`src/rtl/ptw_pkg.sv`:
```
// Shared widths, codes, types and helpers of the page table walk unit.
package ptw_pkg;

    localparam int ADDR_W  = 52;
    localparam int WORD_W  = 64;
    localparam int VA_W    = 48;
    localparam int IDX_W   = 9;
    localparam int OFF_W   = 12;
    localparam int LVL_W   = 2;
    localparam int PAIR_W  = ADDR_W + WORD_W;

    localparam logic FUNC_LOAD  = 1'b0;
    localparam logic FUNC_XLATE = 1'b1;

    // Register index, taken from paddr[3] of the configuration port.
    localparam logic REG_ROOT_BASE = 1'b0;

    localparam logic [LVL_W-1:0] LAST_LEVEL = 2'd3;

    typedef logic [ADDR_W-1:0] t_addr;
    typedef logic [WORD_W-1:0] t_word;
    typedef logic [VA_W-1:0]   t_va;
    typedef logic [IDX_W-1:0]  t_idx;
    typedef logic [LVL_W-1:0]  t_level;

    // Commands from the walk controller to the datapath.
    typedef struct packed {
        logic   load_pair;
        logic   latch_va;
        logic   start_level;
        logic   read_k;
        logic   next_k;
        logic   take_hit;
        logic   take_miss;
        logic   set_base;
        logic   load_out;
        t_level level;
    } t_dp_cmd;

    // Status from the datapath back to the walk controller.
    typedef struct packed {
        logic k_in_range;
        logic hit;
        logic entry_ok;
        logic out_free;
    } t_dp_sts;

    // Nine index bits of the virtual address for a given table level.
    function automatic t_idx va_index(t_va va, t_level lvl);
        t_idx idx;
        case (lvl)
            2'd0:    idx = va[47:39];
            2'd1:    idx = va[38:30];
            2'd2:    idx = va[29:21];
            default: idx = va[20:12];
        endcase
        return idx;
    endfunction

endpackage

```
`src/rtl/ptw_ctrl.sv`:
```
// Walk controller: sequences loads, the four table levels and result delivery.
module ptw_ctrl (
    input  logic              i_clk,
    input  logic              i_rst_n,
    input  logic              i_in_valid,
    input  logic              i_in_func,
    output logic              o_in_ready,
    input  ptw_pkg::t_dp_sts  i_sts,
    output ptw_pkg::t_dp_cmd  o_cmd
);

    localparam logic [2:0] S_IDLE  = 3'd0;
    localparam logic [2:0] S_ADDR  = 3'd1;
    localparam logic [2:0] S_RD    = 3'd2;
    localparam logic [2:0] S_CMP   = 3'd3;
    localparam logic [2:0] S_CHECK = 3'd4;
    localparam logic [2:0] S_DONE  = 3'd5;

    logic [2:0]       r_state, n_state;
    ptw_pkg::t_level  r_level, n_level;
    logic             w_accept;

    assign o_in_ready = (r_state == S_IDLE);
    assign w_accept   = i_in_valid && o_in_ready;

    always_comb begin
        n_state = r_state;
        n_level = r_level;
        o_cmd   = '0;
        o_cmd.level = r_level;
        case (r_state)
            S_IDLE: begin
                if (w_accept) begin
                    if (i_in_func == ptw_pkg::FUNC_LOAD) begin
                        o_cmd.load_pair = 1'b1;
                    end else begin
                        o_cmd.latch_va = 1'b1;
                        n_level = '0;
                        n_state = S_ADDR;
                    end
                end
            end
            S_ADDR: begin
                o_cmd.start_level = 1'b1;
                n_state = S_RD;
            end
            S_RD: begin
                if (i_sts.k_in_range) begin
                    o_cmd.read_k = 1'b1;
                    n_state = S_CMP;
                end else begin
                    // No stored pair matched: the entry reads as zero.
                    o_cmd.take_miss = 1'b1;
                    n_state = S_CHECK;
                end
            end
            S_CMP: begin
                if (i_sts.hit) begin
                    o_cmd.take_hit = 1'b1;
                    n_state = S_CHECK;
                end else begin
                    o_cmd.next_k = 1'b1;
                    n_state = S_RD;
                end
            end
            S_CHECK: begin
                if (!i_sts.entry_ok) begin
                    n_state = S_DONE;
                end else begin
                    o_cmd.set_base = 1'b1;
                    if (r_level == ptw_pkg::LAST_LEVEL) begin
                        n_state = S_DONE;
                    end else begin
                        n_level = r_level + 2'd1;
                        n_state = S_ADDR;
                    end
                end
            end
            S_DONE: begin
                if (i_sts.out_free) begin
                    o_cmd.load_out = 1'b1;
                    n_state = S_IDLE;
                end
            end
            default: begin
                n_state = S_IDLE;
            end
        endcase
    end

    always_ff @(posedge i_clk) begin
        if (!i_rst_n) begin
            r_state <= S_IDLE;
            r_level <= '0;
        end else begin
            r_state <= n_state;
            r_level <= n_level;
        end
    end

    a_cmp_after_rd: assert property (@(posedge i_clk) disable iff (!i_rst_n)
        (r_state == S_CMP) |-> ($past(r_state) == S_RD))
        else $error("compare state entered without a store read");

    a_fault_ends_walk: assert property (@(posedge i_clk) disable iff (!i_rst_n)
        (r_state == S_CHECK) && !i_sts.entry_ok |=> (r_state == S_DONE))
        else $error("walk continued past a non-present entry");

    a_done_holds: assert property (@(posedge i_clk) disable iff (!i_rst_n)
        (r_state == S_DONE) && !i_sts.out_free |=> (r_state == S_DONE))
        else $error("result dropped while the output register was full");

endmodule

```
`config.mk`:
```
export PLATFORM = sky130hd
export DESIGN_NAME = ptw_ctrl
export DESIGN_NICKNAME = d
export VERILOG_FILES = /design/src/rtl/ptw_pkg.sv /design/src/rtl/ptw_ctrl.sv
export SDC_FILE = /design/constraint.sdc
export NUM_CORES = 1
export LEC_CHECK = 0
export ABC_AREA = 1
export BUFFER_PORTS_ARGS = -buffer_cell sky130_fd_sc_hd__clkbuf_2
export CORE_AREA = 2 2 39 41
export CTS_BUF_LIST = sky130_fd_sc_hd__clkbuf_8
export CTS_CLUSTER_SIZE = 28
export DETAILED_ROUTE_END_ITERATION = 10
export DIE_AREA = 0 0 41 43
export PLACE_DENSITY_LB_ADDON = 0.2
export SLEW_MARGIN = 20
export SYNTH_ARGS = -nofsm -noshare
export SYNTH_HDL_FRONTEND = slang
export SYNTH_SLANG_ARGS = --single-unit
```
`constraint.sdc`:
```
create_clock -name i_clk -period 1.2 [get_ports i_clk]
set_input_delay 0.18 -clock i_clk [delete_from_list [all_inputs] [get_ports i_clk]]
set_output_delay 0.18 -clock i_clk [all_outputs]
set_load 0.02 [all_outputs]
```
# Yosys cells after proc, flatten, opt, wreduce, memory -nomap -nowiden

Index checks and enable logic that the tools add are counted.

Add/sub/neg operators: 1
Equal/unequal tests: 11
Muxes and demuxes: 29
Reduce and logical (&&, ||, !) cells: 5

Operator list:

| cell                  | number |
|---|---|
| $mux W3               | 7 |
| $pmux W3 S6           | 1 |
| $mux W2               | 7 |
| $mux W1               | 13 |
| $ne A2 B2 Y1 const B  | 4 |
| $eq A3 B2 Y1 const B  | 2 |
| $eq A3 B3 Y1 const B  | 2 |
| $reduce_and A5 Y1     | 1 |
| $pmux W2 S2           | 1 |
| $eq A3 B1 Y1 const B  | 1 |
| $logic_not A3 Y1      | 1 |
| $reduce_and A3 Y1     | 1 |
| $add A2 B1 Y2 const B | 1 |
| $eq A2 B2 Y1 const B  | 1 |
| $ne A2 B1 Y1 const B  | 1 |
| $reduce_bool A2 Y1    | 1 |
| $logic_and A1 B1 Y1   | 1 |

Register bits: 5
Input bits: 8
Output and inout port bits: 12
Logic and storage cells: 48

# Logic depth before layout (Yosys ltp)

Gate-level depths: netlist of run 1.

Word-level depth: 4
Depth in mapped cells: 7
Gate-level depth less buffers: 7

# Least setup slack after synthesis of run 1

OpenSTA, ideal clock, no wires.

Path kind: register to output
From: reg r_state[0]
To: out o_cmd[10] (netlist bit)
Data arrival time: 1.127 ns
Data required time: 1.020 ns
Setup slack: -0.107 ns
Stages on the path, launching flop included: 6
Buffers on the path: 0
Path through: dfxtp_1 -> inv_2 -> nand2_1 -> nor2_2 -> nand2_1 -> nor2_1

RTL lines:

| item                   | line           | source |
|---|---|---|
| from (decl)            | ptw_ctrl.sv:19 | `logic [2:0] r_state, n_state;` |
| from (signal assigned) | ptw_ctrl.sv:96 | `r_state <= n_state;` |
| to (decl)              | ptw_ctrl.sv:9  | `output ptw_pkg::t_dp_cmd o_cmd` |

==> results of run 1 <==
## metrics by stage
stage	power (W)	cell area, um2
after global placement	0.0005696	521.8
after detailed placement	0.0005701	521.8
final	0.001030	769.5
after global routing	0.001098	769.5
after CTS	0.0009818	699.4
after floorplan	0.0004674	399.1
## path summary, 6_finish.rpt
kind | startpoint | to | slack [ns] | cells after the start
worst max register to register | r_state[1] | r_level[0] | 0.07 | 7
worst min-delay path | i_rst_n | r_state[1] | 0.21 | 3
worst max-delay path | r_state[0] | o_cmd[10] | -0.09 | 6
worst min register to register | r_level[1] | r_level[1] | 0.60 | 3
## layer usage
| layer | part of all wire | vias to the layer above | wire (um) |
|---|---|---|---|
| met5 | 0 | - | 0 |
| met4 | 0.0092 | 0 | 10 |
| met3 | 0.046 | 2 | 50 |
| met2 | 0.55 | 10 | 597 |
| met1 | 0.40 | 225 | 430 |
| li1 | - | 263 | - |
## synthesized netlist by cell type
master / count / area share
sky130_fd_sc_hd__inv_2: 3 / 0.029
sky130_fd_sc_hd__ha_1: 1 / 0.032
sky130_fd_sc_hd__nand4_1: 2 / 0.032
sky130_fd_sc_hd__nand4_2: 3 / 0.096
sky130_fd_sc_hd__nor2_4: 1 / 0.029
sky130_fd_sc_hd__nor3_2: 1 / 0.026
sky130_fd_sc_hd__dfxtp_1: 5 / 0.26
sky130_fd_sc_hd__nand3b_1: 2 / 0.038
sky130_fd_sc_hd__nand2_1: 11 / 0.11
sky130_fd_sc_hd__nor2_2: 1 / 0.016
sky130_fd_sc_hd__nand3_1: 5 / 0.064
sky130_fd_sc_hd__inv_1: 14 / 0.13
sky130_fd_sc_hd__a21oi_1: 3 / 0.038
sky130_fd_sc_hd__nor2_1: 11 / 0.11
## cell families after synthesis
kind of cell | synth area share
buffers and inverters | 0.1629
DFF | 0.2556
AOI/OAI and AO/OA | 0.03833
and+or+nand+nor | 0.5112
adders and majority gates | 0.03194
## layout make-up
cell class	count	area, um2
fillers	134	614.3
clock inverters	1	3.754
inverters	17	73.82
flip-flops and latches	5	111.4
multi-input cells	41	274.0
repair buffers	30	245.2
clock buffers	3	41.29
well taps	16	20.02
## power groups by stage
stage                     logic [W]  registers, W  clock network [W]
final                      0.000488      0.000243           0.000300
after global routing       0.000528      0.000246           0.000324
after CTS                  0.000430      0.000243           0.000309
after detailed placement   0.000336      0.000234                  0
after global placement     0.000335      0.000235                  0
after floorplan            0.000226      0.000242                  0
## worst min-delay path, cell delays in order
cell                       delay (ns)
sky130_fd_sc_hd__clkbuf_2        0.12
sky130_fd_sc_hd__nand2_1         0.07
sky130_fd_sc_hd__inv_1           0.03
## flip-flops by register name, summed over array words and instances (netlist names)
| signal | count |
|---|---|
| r_level | 2 |
| r_state | 3 |
## repair_timing
item / CTS / global route
setup buffers: 6 / 4
setup endpoints to repair: 10 / 12
resized for setup: 25 / 19
pin swaps: 3 / 9
==> impl_results.html, run 1 <==
<table>
<tr><th>Metric</th><th>Value</th></tr>
<tr><th colspan="2">Logic synthesis</th></tr>
<tr><td>Synthesized cell area</td><td>between 300 and 400 um2</td></tr>
<tr><td>Sequential-to-total area share from yosys stat</td><td>0.2556</td></tr>
<tr><td>Distinct cell type count after synthesis</td><td>14</td></tr>
<tr><td>Register bit total from synthesis</td><td>5</td></tr>
<tr><td>Syn avg cell area</td><td>about 6.2 um2</td></tr>
<tr><td>Synthesis warning total</td><td>0</td></tr>
<tr><td>Number of instances in the synthesized netlist</td><td>63</td></tr>
<tr><td>Synthesized Nets</td><td>72</td></tr>
<tr><th colspan="2">Placement</th></tr>
<tr><td>Placed wire-length estimate after detailed placement</td><td>~760 um</td></tr>
<tr><td>Placed instance count</td><td>99</td></tr>
<tr><td>Placer congestion estimate</td><td>0.7100</td></tr>
<tr><td>Pre-CTS setup slack</td><td>0.02444 ns</td></tr>
<tr><td>Port Buffer Count</td><td>19</td></tr>
<tr><th colspan="2">Worst setup path</th></tr>
<tr><td>CP max stage cell</td><td>sky130_fd_sc_hd__dfxtp_4</td></tr>
<tr><td>Cells along the critical path</td><td>inv_4, nand2_2, nor2_4, nand2_1, nor2_2, clkbuf_8</td></tr>
<tr><td>Number of buffer and inverter stages on the critical path</td><td>2</td></tr>
<tr><td>Max stage delay on crit path</td><td>approximately 0.36 ns</td></tr>
<tr><td>Critical setup path kind</td><td>reg2out</td></tr>
<tr><td>Crit path arrival time</td><td>between 1 and 1.5 ns</td></tr>
<tr><td>Top Family by Delay on Critical Path</td><td>flip-flops</td></tr>
<tr><td>Data required time at the worst endpoint</td><td>around 1 ns</td></tr>
<tr><td>Startpoint Class</td><td>register</td></tr>
<tr><td>Endpoint type of the worst setup path</td><td>output port</td></tr>
<tr><td>Max Fanout on Critical Path</td><td>5</td></tr>
<tr><th colspan="2">Cells and area</th></tr>
<tr><td>Share of cells above drive strength 1</td><td>0.5670</td></tr>
<tr><td>Commonest non-fill, non-tap cell in the layout</td><td>sky130_fd_sc_hd__buf_4</td></tr>
<tr><td>Count of placed standard cells in the final layout, fillers left out</td><td>~110</td></tr>
<tr><td>Leading cell types in the layout, fill and taps excluded</td><td>sky130_fd_sc_hd__buf_4 (13), sky130_fd_sc_hd__inv_1 (12), sky130_fd_sc_hd__nand2_1 (9), sky130_fd_sc_hd__clkbuf_2 (9), sky130_fd_sc_hd__nor2_1 (7)</td></tr>
<tr><td>Layout overhead on the synthesized area</td><td>96.49%</td></tr>
<tr><td>Layout Nets</td><td>107</td></tr>
<tr><td>Core occupancy in the finished layout</td><td>0.5561</td></tr>
<tr><td># diodes</td><td>0</td></tr>
<tr><th colspan="2">Hold path</th></tr>
<tr><td>Type of the most critical hold path</td><td>in2reg</td></tr>
<tr><th colspan="2">Global route</th></tr>
<tr><td>Number of global-route vias before repair</td><td>approximately 430</td></tr>
<tr><td>Met1 usage in global routing</td><td>0.1452</td></tr>
<tr><td>Grt ovf</td><td>0</td></tr>
<tr><td>Global-route wire length before repair</td><td>~1600 um</td></tr>
<tr><td>Layer with the highest usage after global routing</td><td>met2</td></tr>
<tr><td>Met2 GRT Util</td><td>0.2094</td></tr>
<tr><td>Pin count of the biggest net entering global routing</td><td>7</td></tr>
<tr><td>Antenna violations before repair</td><td>0</td></tr>
<tr><td>Met3 usage in global routing</td><td>0.04712</td></tr>
<tr><td>Overall routing resource usage</td><td>0.1337</td></tr>
<tr><th colspan="2">Power</th></tr>
<tr><td>Sequential fraction of design power</td><td>0.235</td></tr>
<tr><td>Proportion of power drawn by the clock network</td><td>0.291</td></tr>
<tr><td>Switching share of power</td><td>0.3771</td></tr>
<tr><td>Power spent charging and discharging nets</td><td>between 0.0003 and 0.0004 W</td></tr>
<tr><td>Power density over the cells</td><td>roughly 1300 nW/um2</td></tr>
<tr><td>IR Drop Worst-Case VDD</td><td>between 0.8 and 0.9 mV</td></tr>
<tr><td>Cell-internal power</td><td>0.0006418 W</td></tr>
<tr><td>Combinational share of power</td><td>0.473</td></tr>
<tr><td>Standby leakage power</td><td>about 0.42 nW</td></tr>
<tr><th colspan="2">Route</th></tr>
<tr><td>DRT iter0 DRCs</td><td>2</td></tr>
<tr><td>Post-Route WL</td><td>approximately 1100 um</td></tr>
<tr><td>Vias per cell</td><td>4.425</td></tr>
<tr><td>Average detailed-routed wire length per instance</td><td>around 9.6 um</td></tr>
<tr><td>Vias after detailed routing</td><td>500</td></tr>
<tr><td>Number of search-and-repair iterations in the first detailed-routing pass</td><td>2</td></tr>
<tr><td>Number of nets with antenna violations after detailed routing</td><td>0</td></tr>
<tr><td>Drc violations</td><td>0</td></tr>
<tr><th colspan="2">Timing</th></tr>
<tr><td>Fin worst setup slack</td><td>-0.09039 ns</td></tr>
<tr><td>Max Clk Rate</td><td>roughly 770 MHz</td></tr>
<tr><td>Final worst-path cycle share</td><td>1.075</td></tr>
<tr><td>Unrepaired setup endpoints after global routing</td><td>yes</td></tr>
<tr><td>Final hold slack</td><td>0.2139 ns</td></tr>
<tr><td>Max_slew headroom</td><td>0.9010</td></tr>
<tr><td>Setup violators final</td><td>6</td></tr>
<tr><td>Max Clock Skew</td><td>approximately 0.0034 ns</td></tr>
<tr><td>Transition time at the pin with the least slew margin</td><td>around 0.15 ns</td></tr>
<tr><td>Minimum clock period after layout</td><td>~1.3 ns</td></tr>
<tr><td>Setup tns final</td><td>-0.2394 ns</td></tr>
<tr><td>Final number of max-transition violations</td><td>0</td></tr>
<tr><td>Number of hold-slack violations in the final timing report</td><td>0</td></tr>
<tr><th colspan="2">Die</th></tr>
<tr><td>Initial cell density of the core</td><td>0.2830</td></tr>
<tr><td>Overall die width</td><td>between 40 and 50 um</td></tr>
<tr><td>Die height</td><td>43 um</td></tr>
<tr><td>Rows</td><td>14</td></tr>
<tr><td>Floorplan die area</td><td>1763 um2</td></tr>
<tr><td>Ports placed on the boundary</td><td>20</td></tr>
<tr><td>Core ar.</td><td>1384 um2</td></tr>
<tr><th colspan="2">Clock network</th></tr>
<tr><td>H-tree level count</td><td>1</td></tr>
<tr><td>TritonCTS clock tree</td><td>yes</td></tr>
<tr><td>Worst skew pair latency</td><td>~0.22 ns</td></tr>
<tr><td>Max clock buf depth</td><td>2</td></tr>
<tr><td>Cts-stage hold buffer count</td><td>0</td></tr>
<tr><td>Clk slew on worst S/H paths</td><td>roughly 0.040 ns</td></tr>
<tr><td>Clk root buf</td><td>sky130_fd_sc_hd__clkbuf_8</td></tr>
<tr><td>Number of clock buffers inserted by TritonCTS</td><td>3</td></tr>
<tr><td>Number of sinks handled by clock tree synthesis</td><td>5</td></tr>
<tr><th colspan="2">Outcome</th></tr>
<tr><td>Result of the run</td><td>complete, but fails checks</td></tr>
<tr><td>Violated checks</td><td>setup timing</td></tr>
<tr><th colspan="2">Job</th></tr>
<tr><td>Max_cap viols</td><td>0</td></tr>
</table>
Power figures use the tool's default switching activity.
==> run 2: changes to the inputs <==
--- a/config.mk
+++ b/config.mk
@@ -13,6 +13,7 @@
 export DETAILED_ROUTE_END_ITERATION = 10
 export DIE_AREA = 0 0 41 43
 export PLACE_DENSITY_LB_ADDON = 0.2
+export REMOVE_ABC_BUFFERS = 1
 export SLEW_MARGIN = 20
 export SYNTH_ARGS = -nofsm -noshare
 export SYNTH_HDL_FRONTEND = slang
==> run 2 against run 1 <==
  * Sequential cell count is the same
  * Critical endpoint is now o_cmd[4]
  * Design area grew 2.3%
  * The run still ends with setup timing left
  * Setup slack gained 0.019 ns
  * Die area is the same
  * Core utilization grew 1.3 points
  * Largest power group unchanged
==> impl_results.html, run 2 (synthesized netlist as in run 1, its figures left out) <==
<table>
<tr><th>Metric</th><th>Value</th></tr>
<tr><th colspan="2">Timing</th></tr>
<tr><td>Max Clock Skew</td><td>0.003980 ns</td></tr>
<tr><td>Final number of max-transition violations</td><td>0</td></tr>
<tr><td>Setup tns final</td><td>-0.5102 ns</td></tr>
<tr><td>Minimum clock period after layout</td><td>~1.3 ns</td></tr>
<tr><td>Max Clk Rate</td><td>~800 MHz</td></tr>
<tr><td>Max_slew headroom</td><td>0.8852</td></tr>
<tr><td>Number of hold-slack violations in the final timing report</td><td>0</td></tr>
<tr><td>Fin worst setup slack</td><td>-0.07111 ns</td></tr>
<tr><td>Setup violators final</td><td>10</td></tr>
<tr><td>Final worst-path cycle share</td><td>1.059</td></tr>
<tr><td>Transition time at the pin with the least slew margin</td><td>approximately 0.17 ns</td></tr>
<tr><td>Unrepaired setup endpoints after global routing</td><td>yes</td></tr>
<tr><th colspan="2">Global route</th></tr>
<tr><td>Grt ovf</td><td>0</td></tr>
<tr><td>Global-route wire length before repair</td><td>~1700 um</td></tr>
<tr><td>Overall routing resource usage</td><td>0.1496</td></tr>
<tr><td>Antenna violations before repair</td><td>0</td></tr>
<tr><td>Number of global-route vias before repair</td><td>about 440</td></tr>
<tr><td>Pin count of the biggest net entering global routing</td><td>8</td></tr>
<tr><th colspan="2">Clock network</th></tr>
<tr><td>Max clock buf depth</td><td>2</td></tr>
<tr><td>Worst skew pair latency</td><td>~0.22 ns</td></tr>
<tr><td>Number of sinks handled by clock tree synthesis</td><td>5</td></tr>
<tr><td>Clk slew on worst S/H paths</td><td>about 0.040 ns</td></tr>
<tr><td>H-tree level count</td><td>1</td></tr>
<tr><td>Number of clock buffers inserted by TritonCTS</td><td>3</td></tr>
<tr><td>Cts-stage hold buffer count</td><td>0</td></tr>
<tr><td>TritonCTS clock tree</td><td>yes</td></tr>
<tr><td>Clk root buf</td><td>sky130_fd_sc_hd__clkbuf_8</td></tr>
<tr><th colspan="2">Worst setup path</th></tr>
<tr><td>Critical setup path kind</td><td>reg2out</td></tr>
<tr><td>Data required time at the worst endpoint</td><td>1.02 ns</td></tr>
<tr><td>CP max stage cell</td><td>sky130_fd_sc_hd__dfxtp_4</td></tr>
<tr><td>Top Family by Delay on Critical Path</td><td>buffers and inverters</td></tr>
<tr><td>Startpoint Class</td><td>register</td></tr>
<tr><td>Cells along the critical path</td><td>inv_4, buf_4, nand4_1, inv_1, clkbuf_8</td></tr>
<tr><td>Register-to-Register Setup Slack</td><td>0.07 ns</td></tr>
<tr><td>Max Fanout on Critical Path</td><td>4</td></tr>
<tr><td>Number of buffer and inverter stages on the critical path</td><td>4</td></tr>
<tr><td>Endpoint type of the worst setup path</td><td>output port</td></tr>
<tr><td>Crit path arrival time</td><td>~1.1 ns</td></tr>
<tr><td>Max stage delay on crit path</td><td>0.36 ns</td></tr>
<tr><th colspan="2">Die</th></tr>
<tr><td>Floorplan die area</td><td>between 1500 and 2000 um2</td></tr>
<tr><td>Overall die width</td><td>41 um</td></tr>
<tr><td>Rows</td><td>14</td></tr>
<tr><td>Initial cell density of the core</td><td>0.2830</td></tr>
<tr><td>Die height</td><td>around 43 um</td></tr>
<tr><td>Ports placed on the boundary</td><td>20</td></tr>
<tr><td>Core ar.</td><td>approximately 1400 um2</td></tr>
<tr><th colspan="2">Cells and area</th></tr>
<tr><td># diodes</td><td>0</td></tr>
<tr><td>Filler instances</td><td>132</td></tr>
<tr><td>Share of cells above drive strength 1</td><td>0.5510</td></tr>
<tr><td>Core occupancy in the finished layout</td><td>0.5687</td></tr>
<tr><td>Layout Nets</td><td>between 100 and 150</td></tr>
<tr><td>Commonest non-fill, non-tap cell in the layout</td><td>sky130_fd_sc_hd__buf_4</td></tr>
<tr><td>Flip-flop count of the largest register after layout</td><td>3</td></tr>
<tr><td>Leading cell types in the layout, fill and taps excluded</td><td>sky130_fd_sc_hd__buf_4 (13), sky130_fd_sc_hd__inv_1 (12), sky130_fd_sc_hd__nor2_1 (10)</td></tr>
<tr><td>Post-route cell area</td><td>787.0 um2</td></tr>
<tr><td>Register bank with the most flops</td><td>r_state</td></tr>
<tr><td>Layout overhead on the synthesized area</td><td>101.0%</td></tr>
<tr><td>Largest registers</td><td>r_state x3, r_level x2</td></tr>
<tr><th colspan="2">Route</th></tr>
<tr><td>Drc violations</td><td>0</td></tr>
<tr><td>Vias per cell</td><td>around 4.3</td></tr>
<tr><td>Post-Route WL</td><td>1176 um</td></tr>
<tr><td>Number of nets with antenna violations after detailed routing</td><td>0</td></tr>
<tr><td>Average detailed-routed wire length per instance</td><td>between 10 and 15 um</td></tr>
<tr><td>DRT iter0 DRCs</td><td>3</td></tr>
<tr><td>Number of search-and-repair iterations in the first detailed-routing pass</td><td>2</td></tr>
<tr><td>Vias after detailed routing</td><td>just under 500</td></tr>
<tr><th colspan="2">Hold path</th></tr>
<tr><td>Type of the most critical hold path</td><td>in2reg</td></tr>
<tr><th colspan="2">Placement</th></tr>
<tr><td>Placed cell areas</td><td>between 500 and 600 um2</td></tr>
<tr><td>Placed wire-length estimate after detailed placement</td><td>806.9 um</td></tr>
<tr><td>Placer congestion estimate</td><td>0.7603</td></tr>
<tr><td>Port Buffer Count</td><td>19</td></tr>
<tr><th colspan="2">Outcome</th></tr>
<tr><td>Result of the run</td><td>complete, but fails checks</td></tr>
<tr><td>Violated checks</td><td>setup timing</td></tr>
<tr><th colspan="2">Power</th></tr>
<tr><td>Standby leakage power</td><td>0.4324 nW</td></tr>
<tr><td>IR Drop Worst-Case VDD</td><td>a little under 1 mV</td></tr>
<tr><td>Power density over the cells</td><td>between 1000 and 1500 nW/um2</td></tr>
<tr><th colspan="2">Job</th></tr>
<tr><td>Max_cap viols</td><td>0</td></tr>
</table>
## run 2: cell types whose count changed in the layout (fill, tap and decap cells not counted), sizes merged
| cell | before | now |
|---|---|---|
| clkbuf | 15 | 18 |
| buf | 18 | 16 |
## run 2: path summary, 6_finish.rpt
| path | start | end | depth (start not counted) |
|---|---|---|---|
| worst min register to register | r_level[1] | r_level[1] | 3 |
| worst max-delay path | r_state[0] | o_cmd[4] | 5 |
| worst max register to register | r_state[0] | r_level[0] | 5 |
| worst min-delay path | i_rst_n | r_state[1] | 3 |
## run 2: worst register-to-register path, delay by kind of cell (launching register included)
kind            cells  cell delay (ns)
compound gates      1             0.11
flops               1             0.36
simple gates        3             0.38
buf+inv             1             0.16
## run 2: power by group
part	total, W	internal (W)	switching [W]
sequential	0.000243	0.000199	0.0000441
combinational	0.000553	0.000272	0.000281
clock	0.000299	0.000219	0.0000795
total	0.00109	0.000690	0.000405
## run 2: area by class of cell
| cell class | count | area [um2] | area share |
|---|---|---|---|
| Clock inverter | 1 | 3.754 | 0.004769 |
| Clock buffer | 3 | 41.29 | 0.05246 |
| Multi-Input combinational cell | 41 | 280.3 | 0.3561 |
| Tap cell | 16 | 20.02 | 0.02544 |
| Timing Repair Buffer | 31 | 259.0 | 0.3291 |
| Sequential cell | 5 | 111.4 | 0.1415 |
| Inverter | 17 | 71.32 | 0.09062 |
## run 2: stage by stage
step                total power [W]  worst slack [ns]  std cells  hold WS [ns]
CTS                        0.001016           -0.1378        110        0.2138
global route               0.001169           -0.1394        114        0.2497
global placement          0.0005773           0.03320        100        0.4408
detailed placement        0.0005787           0.03773        100        0.4431
finish                     0.001094          -0.07111        114        0.2184
floorplan                 0.0004568           -0.1072         63        0.2776
## run 2: routing by layer
layer	global-route usage	routed length [um]
met1	0.1801	518
met2	0.2156	580
met3	0.04712	62
met4	0.1000	15
met5	0	0
## run 2: timing repair
action	4_1_cts	5_1_grt
resized for setup	30	15
buffers inserted	6	4
endpoints found under the hold margin	0	0
pin swaps	6	7
gates cloned	0	0
setup endpoints to repair	10	10
==> run 3: changes to the inputs <==
==> constraint.sdc (replaced) <==
create_clock -name i_clk -period 1.4 [get_ports i_clk]
set_input_delay 0.21 -clock i_clk [delete_from_list [all_inputs] [get_ports i_clk]]
set_output_delay 0.21 -clock i_clk [all_outputs]
set_load 0.02 [all_outputs]
==> run 3 against run 2 <==
  * The run now ends clean
  * Core utilization is 15 points lower
  * Cell count is 8.8% lower
  * Combinational power is 45% lower
  * Register-to-register slack better by 0.23 ns
  * Via count is 12% lower
  * Critical path depth is 1 higher
  * Non-clock buffer count is 10 lower
  * Sequential share of layout area is 3.8 points higher
  * Clock-buffer cell count stayed put
  * Sequential cell count stayed put
  * Clock skew is 0.0034 ns lower
  * Clock power is 16% lower
  * Critical endpoint is now o_cmd[10]
  * Largest cell class unchanged
==> impl_results.html, run 3 (synthesized netlist as in run 1, its figures left out) <==
<table>
<tr><th>Metric</th><th>Value</th></tr>
<tr><th colspan="2">Cells and area</th></tr>
<tr><td>Flip-flop count of the largest register after layout</td><td>3</td></tr>
<tr><td>Core occupancy in the finished layout</td><td>0.4186</td></tr>
<tr><td>Leading cell types in the layout, fill and taps excluded</td><td>sky130_fd_sc_hd__clkbuf_2 (18), sky130_fd_sc_hd__inv_1 (15), sky130_fd_sc_hd__nand2_1 (11)</td></tr>
<tr><td>Layout overhead on the synthesized area</td><td>47.92%</td></tr>
<tr><td># diodes</td><td>0</td></tr>
<tr><td>Register bank with the most flops</td><td>r_state</td></tr>
<tr><td>Share of cells above drive strength 1</td><td>0.4205</td></tr>
<tr><td>Largest registers</td><td>r_state x3, r_level x2</td></tr>
<tr><td>Commonest non-fill, non-tap cell in the layout</td><td>sky130_fd_sc_hd__clkbuf_2</td></tr>
<tr><td>Layout Nets</td><td>98</td></tr>
<tr><th colspan="2">Die</th></tr>
<tr><td>Overall die width</td><td>a little over 40 um</td></tr>
<tr><td>Die height</td><td>43 um</td></tr>
<tr><td>Floorplan die area</td><td>1763 um2</td></tr>
<tr><td>Ports placed on the boundary</td><td>20</td></tr>
<tr><td>Rows</td><td>14</td></tr>
<tr><td>Core ar.</td><td>~1400 um2</td></tr>
<tr><td>Initial cell density of the core</td><td>0.2830</td></tr>
<tr><th colspan="2">Route</th></tr>
<tr><td>Post-Route WL</td><td>a little over 900 um</td></tr>
<tr><td>Vias after detailed routing</td><td>~430</td></tr>
<tr><td>Vias per cell</td><td>a little over 4</td></tr>
<tr><td>Number of search-and-repair iterations in the first detailed-routing pass</td><td>4</td></tr>
<tr><td>Number of nets with antenna violations after detailed routing</td><td>0</td></tr>
<tr><td>Drc violations</td><td>0</td></tr>
<tr><td>Average detailed-routed wire length per instance</td><td>around 8.8 um</td></tr>
<tr><td>DRT iter0 DRCs</td><td>5</td></tr>
<tr><th colspan="2">Worst setup path</th></tr>
<tr><td>Max Fanout on Critical Path</td><td>5</td></tr>
<tr><td>Crit path arrival time</td><td>around 1.1 ns</td></tr>
<tr><td>Cells along the critical path</td><td>inv_2, nand2_1, nor2_2, nand2_1, nor2_2, buf_6</td></tr>
<tr><td>Top Family by Delay on Critical Path</td><td>simple AND/OR/NAND/NOR gates</td></tr>
<tr><td>Max stage delay on crit path</td><td>around 0.35 ns</td></tr>
<tr><td>Startpoint of the worst register-to-register path</td><td>r_state[1]</td></tr>
<tr><td>Startpoint Class</td><td>register</td></tr>
<tr><td>Critical setup path kind</td><td>reg2out</td></tr>
<tr><td>Startpoint of the most critical setup path</td><td>r_state[1]</td></tr>
<tr><td>Endpoint type of the worst setup path</td><td>output port</td></tr>
<tr><td>CP max stage cell</td><td>sky130_fd_sc_hd__dfxtp_2</td></tr>
<tr><td>Data required time at the worst endpoint</td><td>about 1.2 ns</td></tr>
<tr><td>Number of buffer and inverter stages on the critical path</td><td>2</td></tr>
<tr><th colspan="2">Timing</th></tr>
<tr><td>Max Clock Skew</td><td>0.0005322 ns</td></tr>
<tr><td>Final number of max-transition violations</td><td>0</td></tr>
<tr><td>Transition time at the pin with the least slew margin</td><td>about 0.16 ns</td></tr>
<tr><td>Minimum clock period after layout</td><td>around 1.3 ns</td></tr>
<tr><td>Max Clk Rate</td><td>between 700 and 800 MHz</td></tr>
<tr><td>Max_slew headroom</td><td>0.8902</td></tr>
<tr><td>Setup tns final</td><td>0 ns</td></tr>
<tr><td>Number of hold-slack violations in the final timing report</td><td>0</td></tr>
<tr><td>Unrepaired setup endpoints after global routing</td><td>yes</td></tr>
<tr><td>Final worst-path cycle share</td><td>0.9604</td></tr>
<tr><td>Setup violators final</td><td>0</td></tr>
<tr><th colspan="2">Hold path</th></tr>
<tr><td>Type of the most critical hold path</td><td>in2reg</td></tr>
<tr><td>Worst Hold Launch</td><td>i_rst_n</td></tr>
<tr><th colspan="2">Power</th></tr>
<tr><td>IR Drop Worst-Case VDD</td><td>0.6038 mV</td></tr>
<tr><td>Power density over the cells</td><td>around 1300 nW/um2</td></tr>
<tr><td>Standby leakage power</td><td>approximately 0.38 nW</td></tr>
<tr><th colspan="2">Clock network</th></tr>
<tr><td>Number of sinks handled by clock tree synthesis</td><td>5</td></tr>
<tr><td>Cts-stage hold buffer count</td><td>0</td></tr>
<tr><td>H-tree level count</td><td>1</td></tr>
<tr><td>Number of clock buffers inserted by TritonCTS</td><td>3</td></tr>
<tr><td>Clk root buf</td><td>sky130_fd_sc_hd__clkbuf_8</td></tr>
<tr><td>TritonCTS clock tree</td><td>yes</td></tr>
<tr><td>Worst skew pair latency</td><td>approximately 0.22 ns</td></tr>
<tr><td>Max clock buf depth</td><td>2</td></tr>
<tr><td>Clk slew on worst S/H paths</td><td>around 0.03 ns</td></tr>
<tr><th colspan="2">Global route</th></tr>
<tr><td>Antenna violations before repair</td><td>0</td></tr>
<tr><td>Grt ovf</td><td>0</td></tr>
<tr><td>Pin count of the biggest net entering global routing</td><td>8</td></tr>
<tr><td>Global-route wire length before repair</td><td>roughly 1500 um</td></tr>
<tr><td>Number of global-route vias before repair</td><td>389</td></tr>
<tr><td>Overall routing resource usage</td><td>0.1307</td></tr>
<tr><th colspan="2">Placement</th></tr>
<tr><td>Placer congestion estimate</td><td>about 0.73</td></tr>
<tr><td>Port Buffer Count</td><td>19</td></tr>
<tr><td>Placed wire-length estimate after detailed placement</td><td>776.4 um</td></tr>
<tr><th colspan="2">Outcome</th></tr>
<tr><td>Result of the run</td><td>completed</td></tr>
<tr><th colspan="2">Job</th></tr>
<tr><td>Max_cap viols</td><td>0</td></tr>
</table>
run 3: cell types whose count changed in the layout (fill, tap and decap cells not counted), moves of 2 or more:
| cell | change |
|---|---|
| sky130_fd_sc_hd__buf_4 | -11 |
| sky130_fd_sc_hd__buf_6 | -2 |
| sky130_fd_sc_hd__clkbuf_2 | +9 |
| sky130_fd_sc_hd__clkbuf_8 | -6 |
| sky130_fd_sc_hd__dfxtp_2 | +3 |
| sky130_fd_sc_hd__dfxtp_4 | -3 |
| sky130_fd_sc_hd__inv_1 | +3 |
| sky130_fd_sc_hd__inv_4 | -3 |
| sky130_fd_sc_hd__nand2_1 | +2 |
| sky130_fd_sc_hd__nand3_1 | +2 |
| sky130_fd_sc_hd__nand4_2 | +2 |
| sky130_fd_sc_hd__nand4_4 | -2 |
run 3: final timing paths:
check | endpoint | slack, ns | cells after the start
max | o_cmd[10] | 0.06 | 6
min | r_state[1] | 0.24 | 3
max reg2reg | r_state[0] | 0.30 | 7
min reg2reg | r_level[0] | 0.61 | 3
run 3: cell type report:
| class | instances | area [um2] |
|---|---|---|
| Clock buffer | 3 | 41.29 |
| Clock inverter | 1 | 3.754 |
| Fill cell | 162 | 804.5 |
| Inverter | 17 | 63.81 |
| Multi-Input combinational cell | 41 | 230.2 |
| Sequential cell | 5 | 103.9 |
| Tap cell | 16 | 20.02 |
| Timing Repair Buffer | 21 | 116.4 |
run 3: power breakdown:
| group | switching, W | internal (W) | total, W |
|---|---|---|---|
| Combinational | 0.000180 | 0.000123 | 0.000303 |
| Sequential | 0.0000339 | 0.000169 | 0.000203 |
| Clock | 0.0000626 | 0.000187 | 0.000250 |
run 3: what timing repair did:
item / 4_1_cts / 5_1_grt
pin swaps: 0 / 1
resized for setup: 3 / 4
hold endpoints to repair: 0 / 0
setup buffers: 1 / 1
endpoints found under the setup margin: 2 / 9
cloned: 0 / 0
run 3: worst register-to-register path, delay by kind of cell (launching register included):
kind	cells	cell delay, ns
buffers and inverters	2	0.21
flip-flops	1	0.35
AND/OR/NAND/NOR	4	0.29
AO/OA/AOI/OAI	1	0.15
run 3: metrics by stage:
stage | setup slack, ns | cell area, um2 | hold slack (ns) | total power (W) | instances
after floorplan | 0.06281 | 391.6 | 0.3076 | 0.0003915 | 63
after global placement | 0.2006 | 506.7 | 0.4672 | 0.0004724 | 98
after detailed placement | 0.1999 | 506.7 | 0.4684 | 0.0004732 | 98
after CTS | 0.01541 | 564.3 | 0.2499 | 0.0007430 | 103
after global routing | -0.02553 | 579.3 | 0.2731 | 0.0008145 | 104
final | 0.05541 | 579.3 | 0.2402 | 0.0007554 | 104
run 3: layer usage:
layer / up-vias / track usage / wire [um]
met4: 0 / 0.1000 / 15
met3: 2 / 0.03141 / 39
li1: 244 / - / -
met5: - / 0 / 0
met1: 177 / 0.1774 / 436
met2: 9 / 0.1688 / 428
